==> src/hw/rtl/mlfd_pkg.sv <==
// shared types and constants for the magic length frame deframer
package mlfd_pkg;

  localparam int unsigned LENGTH_BITS = 16;
  localparam int unsigned SIZE_W = 16;
  localparam int unsigned HDR_DEPTH = 4;
  localparam int unsigned FILL_W = 3;

  localparam logic [7:0] MAGIC_BYTE = 8'h7E;
  localparam logic [SIZE_W-1:0] MAX_PAYLOAD_RESET = 16'd1500;

  typedef enum logic [1:0] {
    KIND_PAYLOAD   = 2'd0,
    KIND_EMPTY     = 2'd1,
    KIND_CHECK_ERR = 2'd2,
    KIND_OVERSIZE  = 2'd3
  } result_kind_t;

  typedef struct packed {
    result_kind_t kind;
    logic [7:0]   data;
    logic [7:0]   channel;
    logic         last;
  } result_t;

endpackage

==> src/hw/rtl/magic_length_frame_deframer.sv <==
// top level of the magic length frame deframer
// Takes one received byte per cycle unless stalled and delivers at most one
// result per byte: an input register holds the byte and feeds the header
// and payload logic, whose result lands in an output register. The input side
// stalls only when both registers hold an item and the output is stalled, so
// with no output stall the block sustains one byte every cycle. A five-byte
// header (0x7E, channel, check, size low, size high) is checked and then its
// payload bytes pass through; errors resync on buffered magic bytes.
module magic_length_frame_deframer (
  input  logic        clk,
  input  logic        rst,
  input  logic        cfg_we,
  input  logic [15:0] cfg_data,
  input  logic        in_valid,
  output logic        in_stall,
  input  logic [7:0]  rx_byte,
  output logic        out_valid,
  input  logic        out_stall,
  output logic [1:0]  result_kind,
  output logic [7:0]  payload_data,
  output logic [7:0]  frame_channel,
  output logic        last_of_frame
);
  import mlfd_pkg::*;

  logic       advance;
  logic       item_valid;
  logic [7:0] item_byte;
  logic       res_valid;
  result_t    res;
  result_t    out_res;

  mlfd_in_stage u_in_stage (
    .clk        (clk),
    .rst        (rst),
    .in_valid   (in_valid),
    .in_stall   (in_stall),
    .rx_byte    (rx_byte),
    .advance    (advance),
    .item_valid (item_valid),
    .item_byte  (item_byte)
  );

  mlfd_parser u_parser (
    .clk       (clk),
    .rst       (rst),
    .cfg_we    (cfg_we),
    .cfg_data  (cfg_data),
    .step      (item_valid && advance),
    .item_byte (item_byte),
    .res_valid (res_valid),
    .res       (res)
  );

  mlfd_out_stage u_out_stage (
    .clk        (clk),
    .rst        (rst),
    .item_valid (item_valid),
    .res_valid  (res_valid),
    .res        (res),
    .advance    (advance),
    .out_valid  (out_valid),
    .out_stall  (out_stall),
    .out_res    (out_res)
  );

  assign result_kind   = out_res.kind;
  assign payload_data  = out_res.data;
  assign frame_channel = out_res.channel;
  assign last_of_frame = out_res.last;

  a_err_fields: assert property (@(posedge clk) disable iff (rst)
    out_valid && (result_kind == KIND_CHECK_ERR || result_kind == KIND_OVERSIZE)
      |-> !last_of_frame && payload_data == 8'd0)
    else $error("error item carries payload or last mark");

  a_empty_last: assert property (@(posedge clk) disable iff (rst)
    out_valid && result_kind == KIND_EMPTY |-> last_of_frame && payload_data == 8'd0)
    else $error("empty frame item without last mark");

  a_stall_full: assert property (@(posedge clk) disable iff (rst)
    in_stall |-> item_valid && out_valid && out_stall)
    else $error("input stalled with a free stage");

  a_result_lands: assert property (@(posedge clk) disable iff (rst)
    item_valid && advance && res_valid |=> out_valid)
    else $error("result lost on its way to the output register");

endmodule

==> src/hw/rtl/mlfd_in_stage.sv <==
// input register stage holding one received byte
module mlfd_in_stage (
  input  logic       clk,
  input  logic       rst,
  input  logic       in_valid,
  output logic       in_stall,
  input  logic [7:0] rx_byte,
  input  logic       advance,
  output logic       item_valid,
  output logic [7:0] item_byte
);

  assign in_stall = item_valid && !advance;

  always_ff @(posedge clk) begin
    if (rst) begin
      item_valid <= 1'b0;
    end else if (!in_stall) begin
      item_valid <= in_valid;
    end
    if (in_valid && !in_stall) begin
      item_byte <= rx_byte;
    end
  end

endmodule

==> src/hw/rtl/mlfd_parser.sv <==
// header parse, check, resync and payload tracking for one byte per cycle when stepped
module mlfd_parser (
  input  logic                    clk,
  input  logic                    rst,
  input  logic                    cfg_we,
  input  logic [15:0]             cfg_data,
  input  logic                    step,
  input  logic [7:0]              item_byte,
  output logic                    res_valid,
  output mlfd_pkg::result_t       res
);
  import mlfd_pkg::*;

  logic [SIZE_W-1:0]      size_cap;
  logic [7:0]             hdr [HDR_DEPTH];
  logic [7:0]             hdr_next [HDR_DEPTH];
  logic [FILL_W-1:0]      fill;
  logic [FILL_W-1:0]      fill_next;
  logic                   in_payload;
  logic                   in_payload_next;
  logic [LENGTH_BITS-1:0] remaining;
  logic [LENGTH_BITS-1:0] remaining_next;
  logic [7:0]             channel;
  logic [7:0]             channel_next;
  logic [SIZE_W-1:0]      size;
  logic                   check_bad;
  logic                   size_bad;

  assign size      = {item_byte, hdr[3]};
  assign check_bad = hdr[2] != (hdr[3] ^ item_byte);
  assign size_bad  = (size > size_cap) || ((32'(size) >> LENGTH_BITS) != 32'd0);

  always_comb begin
    res_valid       = 1'b0;
    res.kind        = KIND_PAYLOAD;
    res.data        = 8'd0;
    res.channel     = channel;
    res.last        = 1'b0;
    hdr_next        = hdr;
    fill_next       = fill;
    in_payload_next = in_payload;
    remaining_next  = remaining;
    channel_next    = channel;

    if (in_payload) begin
      res_valid = 1'b1;
      res.data  = item_byte;
      res.last  = remaining <= LENGTH_BITS'(1);
      if (remaining <= LENGTH_BITS'(1)) begin
        remaining_next  = '0;
        in_payload_next = 1'b0;
      end else begin
        remaining_next = remaining - LENGTH_BITS'(1);
      end
    end else if (fill == '0 && item_byte != MAGIC_BYTE) begin
      fill_next = fill;
    end else if (fill < FILL_W'(HDR_DEPTH)) begin
      hdr_next[fill[1:0]] = item_byte;
      fill_next = fill + FILL_W'(1);
    end else if (check_bad || size_bad) begin
      res_valid   = 1'b1;
      res.kind    = check_bad ? KIND_CHECK_ERR : KIND_OVERSIZE;
      res.channel = hdr[1];
      // resync on the first magic byte after the header start
      if (hdr[1] == MAGIC_BYTE) begin
        hdr_next[0] = hdr[1];
        hdr_next[1] = hdr[2];
        hdr_next[2] = hdr[3];
        hdr_next[3] = item_byte;
        fill_next   = FILL_W'(4);
      end else if (hdr[2] == MAGIC_BYTE) begin
        hdr_next[0] = hdr[2];
        hdr_next[1] = hdr[3];
        hdr_next[2] = item_byte;
        fill_next   = FILL_W'(3);
      end else if (hdr[3] == MAGIC_BYTE) begin
        hdr_next[0] = hdr[3];
        hdr_next[1] = item_byte;
        fill_next   = FILL_W'(2);
      end else if (item_byte == MAGIC_BYTE) begin
        hdr_next[0] = item_byte;
        fill_next   = FILL_W'(1);
      end else begin
        fill_next = '0;
      end
    end else begin
      fill_next = '0;
      if (size == '0) begin
        res_valid   = 1'b1;
        res.kind    = KIND_EMPTY;
        res.channel = hdr[1];
        res.last    = 1'b1;
      end else begin
        in_payload_next = 1'b1;
        remaining_next  = size[LENGTH_BITS-1:0];
        channel_next    = hdr[1];
      end
    end
  end

  always_ff @(posedge clk) begin
    if (rst) begin
      size_cap    <= MAX_PAYLOAD_RESET;
      fill        <= '0;
      in_payload  <= 1'b0;
      remaining   <= '0;
      channel     <= 8'd0;
      for (int i = 0; i < HDR_DEPTH; i++) begin
        hdr[i] <= 8'd0;
      end
    end else begin
      if (cfg_we) begin
        size_cap <= cfg_data;
      end
      if (step) begin
        fill       <= fill_next;
        in_payload <= in_payload_next;
        remaining  <= remaining_next;
        channel    <= channel_next;
        hdr        <= hdr_next;
      end
    end
  end

endmodule

==> src/hw/rtl/mlfd_out_stage.sv <==
// result register toward the output channel
module mlfd_out_stage (
  input  logic              clk,
  input  logic              rst,
  input  logic              item_valid,
  input  logic              res_valid,
  input  mlfd_pkg::result_t res,
  output logic              advance,
  output logic              out_valid,
  input  logic              out_stall,
  output mlfd_pkg::result_t out_res
);
  import mlfd_pkg::*;

  assign advance = !out_valid || !out_stall;

  always_ff @(posedge clk) begin
    if (rst) begin
      out_valid <= 1'b0;
    end else if (advance) begin
      out_valid <= item_valid && res_valid;
    end
    if (advance && item_valid && res_valid) begin
      out_res <= res;
    end
  end

endmodule
==> config.mk <==
export PLATFORM = sky130hd
export DESIGN_NAME = magic_length_frame_deframer
export DESIGN_NICKNAME = d
export VERILOG_FILES = /design/src/hw/rtl/mlfd_pkg.sv /design/src/hw/rtl/magic_length_frame_deframer.sv /design/src/hw/rtl/mlfd_in_stage.sv /design/src/hw/rtl/mlfd_parser.sv /design/src/hw/rtl/mlfd_out_stage.sv
export SDC_FILE = /design/constraint.sdc
export NUM_CORES = 1
export LEC_CHECK = 0
export ABC_AREA = 1
export BUFFER_PORTS_ARGS = -buffer_cell sky130_fd_sc_hd__buf_2
export CORE_MARGIN = 2
export CORE_UTILIZATION = 65
export DETAILED_ROUTE_END_ITERATION = 10
export GPL_ROUTABILITY_DRIVEN = 1
export PLACE_DENSITY = 0.86
export SKIP_CTS_REPAIR_TIMING = 1
export SLEW_MARGIN = 20
export SYNTH_ARGS = -nofsm -noshare
export SYNTH_HDL_FRONTEND = slang
export SYNTH_SLANG_ARGS = --single-unit
==> constraint.sdc <==
create_clock -name clk -period 6.46 [get_ports clk]
set_input_delay 0 -clock clk [delete_from_list [all_inputs] [get_ports clk]]
set_output_delay 0 -clock clk [all_outputs]
set_load 0.01 [all_outputs]
==> results.md <==
* Asr flop ratio synth at 0%
* GRT Total Usage at 32.1%
* Post-Route WL at 15.9 mm
* Initial core utilization at 66.1%
* Endpoints failing hold at 1
* RSZ-0062 raised after global routing: no
* Worst Tran Pin Value at 1.03 ns
* Row count at 34
* Worst slew margin at 31.2%
* Pleak at 3.17 nW
* Post-synthesis cell type count at 40
* Gr ovfl total at 0
* Part of the cycle the worst path needs at 47.1%
* Via density per instance at 5.88
* Post-route antenna net violation count at 0
* Yosys warns at 0
* CP startpoint: u_in_stage.item_byte[2]
* HPWL Detailed at 11.1 mm
* Layout Nets at 898
* Critical path launch point type: flop
* Clock Latency Late Sink at 0.38 ns
* Pwr dens at 179 nW/um^2
* Cells after Synth at 794
* R2R Path Start: u_in_stage.item_byte[2]
* Worst setup EP type: flop
* Ys flop type: dfxtp_1
* Seq/Total Area, Yosys at 38.8%
* H-Tree Depth at 3
* First drt pass iteration count at 6
* Min Hold Slack at -0.0208 ns
* Share of cells above drive strength 1 at 12.7%
* RePlAce Congestion at 1.01
* Crit path DAT at 3.04 ns
* Number of top-level pins at 50
* DRC violations left at 0
* Port Buffers at 49
* Setup Viol. Count Final at 0
* Average size of a mapped cell at 7.19 um^2
* Sequential Area at 2210 um^2
* Multi-input logic area at 2960 um^2
* Cell Area, Synth at 5710 um^2
* Total CTS buffers at 9
* Yosys top cell area share at 24.6%
* Pwr Total at 1.14 mW
* Max-cap violations at 0
* FF+latch count, synth at 97
* Syn Nets at 845
* EDFF count, synth at 27
* CTS tree: done
* Peak supply drop at 140 uV
* Fillers at 713
* GR Util met3 at 4.89%
* Die width at 97.7 um
* Synth cell count leaders: nand2_1 (178), inv_1 (86), a21oi_1 (76)
* Top cells by area, synth: dfxtp_1 (25%), edfxtp_1 (14%), nand2_1 (12%)
* Clk root buf: clkbuf_8
* Post-layout min period at 3.04 ns
* Max Slew Vio Count at 0
* Die Area at 9550 um^2
* Bufs on Longest Clock Path at 2
* Clk sink count at 97
* Synth area leader: dfxtp_1
* First-pass GRT wire length at 24.9 mm
* Area Growth Syn to Fin at 11.6%
* Layer with the highest usage: met2
* Max Clock Skew at 0.0193 ns
* Status: complete, but fails checks
* Initial antenna violation count at 0
* Grt met2 use at 53.5%
* Vias in the first global route at 5199
* Wire length per cell at 16.6 um
* Most numerous cell in the Yosys netlist: nand2_1
* Sum Neg Setup Slack at 0 ns
* Worst-path clk slew at 0.10 ns
* GR Layer Usage met1 at 41.9%
* Core area at 8640 um^2
* Crit Path Category: reg -> reg
* F_max at 328 MHz
* Worst hold path class: in -> reg
* # diodes at 0
* Hold_sp: cfg_data[9]
* Failing checks: hold timing
* Via count at 5645
* Crit-path max FO at 19
* Largest net degree at the start of global routing at 30
* Critical path required time at 6.45 ns
* Detailed Route Iter0 Violations at 528
* Die height at 97.7 um
[cell type report]
cell class	instances	share of cell area [%]
Inverter	96	5.69
Sequential cell	97	34.7
Multi-Input combinational cell	567	46.4
Clock inverter	5	0.530
Clock buffer	11	2.55
Timing Repair Buffer	76	8.01
Tap cell	108	2.12
[worst paths after layout]
kind	slack [ns]	to	cells after the start
worst max-delay path	3.42	u_out_stage.out_res[6]	9
worst min-delay path	-0.02	u_parser.size_cap[9]	3
worst max register to register	3.42	u_out_stage.out_res[6]	9
worst min register to register	0.47	u_parser.size_cap[5]	2
[routing by layer]
metal,vias to the layer above,wire (um)
li1,2717,-
met1,2573,6560
met2,296,7490
met3,59,1320
met4,0,549
met5,-,0
[cell usage in the layout, fill, tap and decap left out, types with 2 or more instances in the layout]
cell type / count
nand2_1: 178
inv_1: 86
nor2_1: 75
a21oi_1: 75
dfxtp_1: 70
nand3_1: 60
buf_2: 49
o21ai_0: 44
edfxtp_1: 27
dlygate4sd3_1: 25
ha_1: 22
nand4_1: 18
o22ai_1: 12
nor3_1: 12
xor2_1: 11
nor2_2: 10
clkbuf_8: 10
nand2_2: 8
o21ai_1: 8
inv_2: 8
nand3b_1: 7
nor4_1: 4
a22oi_1: 4
or2_2: 3
nand2_8: 2
nor4_4: 2
nor2_4: 2
xnor2_1: 2
clkinv_1: 2
inv_4: 2
clkinvlp_4: 2
buf_4: 2
[critical path, stage by stage (launching register included)]
cell and delay, ns:
edfxtp_1 0.59, ha_1 0.41, nand4_1 0.11, nor3_1 0.24, nand2_1 0.11, nand2_1 0.07, nand2_1 0.13, nand3_1 0.14
nand2_1 0.09, a21oi_2 0.79
[per-stage QoR]
step | util [%] | cell area [um^2] | setup slack [ns] | std cells
floorplan | - | 5710 | 3.62 | 794
global placement | 68.6 | 5930 | 3.69 | 919
detailed placement | 68.6 | 5930 | 3.51 | 919
CTS | 70.9 | 6120 | 3.46 | 935
global route | 73.8 | 6370 | 3.27 | 960
finish | 73.8 | 6370 | 3.42 | 960
[state kept, by name, summed over array words and instances (netlist names)]
| name | cells |
|---|---|
| u_parser.hdr | 24 |
| u_out_stage.out_res | 19 |
| u_parser.remaining | 16 |
| u_parser.size_cap | 16 |
| u_in_stage.item_byte | 8 |
| u_parser.channel | 8 |
| u_parser.fill | 3 |
| u_in_stage.item_valid | 1 |
| u_out_stage.out_valid | 1 |
| u_parser.in_payload | 1 |
[logic make-up (layout without fill, tap and decap cells)]
family | count (synthesis) | after routing | synth area share (%)
and+or+nand+nor | 386 | 386 | 31.5
AOI/OAI and AO/OA | 146 | 146 | 13.4
buffers and inverters | 130 | 188 | 9.54
DFF | 97 | 97 | 38.8
adders and majority gates | 22 | 22 | 4.82
xor gates and xnor gates | 13 | 13 | 1.99
[where the power goes]
part | switching (mW) | internal (mW) | leakage [nW] | total, mW
combinational | 0.0563 | 0.0362 | 2.21 | 0.0925
sequential | 0.00983 | 0.632 | 0.868 | 0.642
clock | 0.230 | 0.175 | 0.0951 | 0.405
No activity file was read; power rests on OpenSTA's default activity.
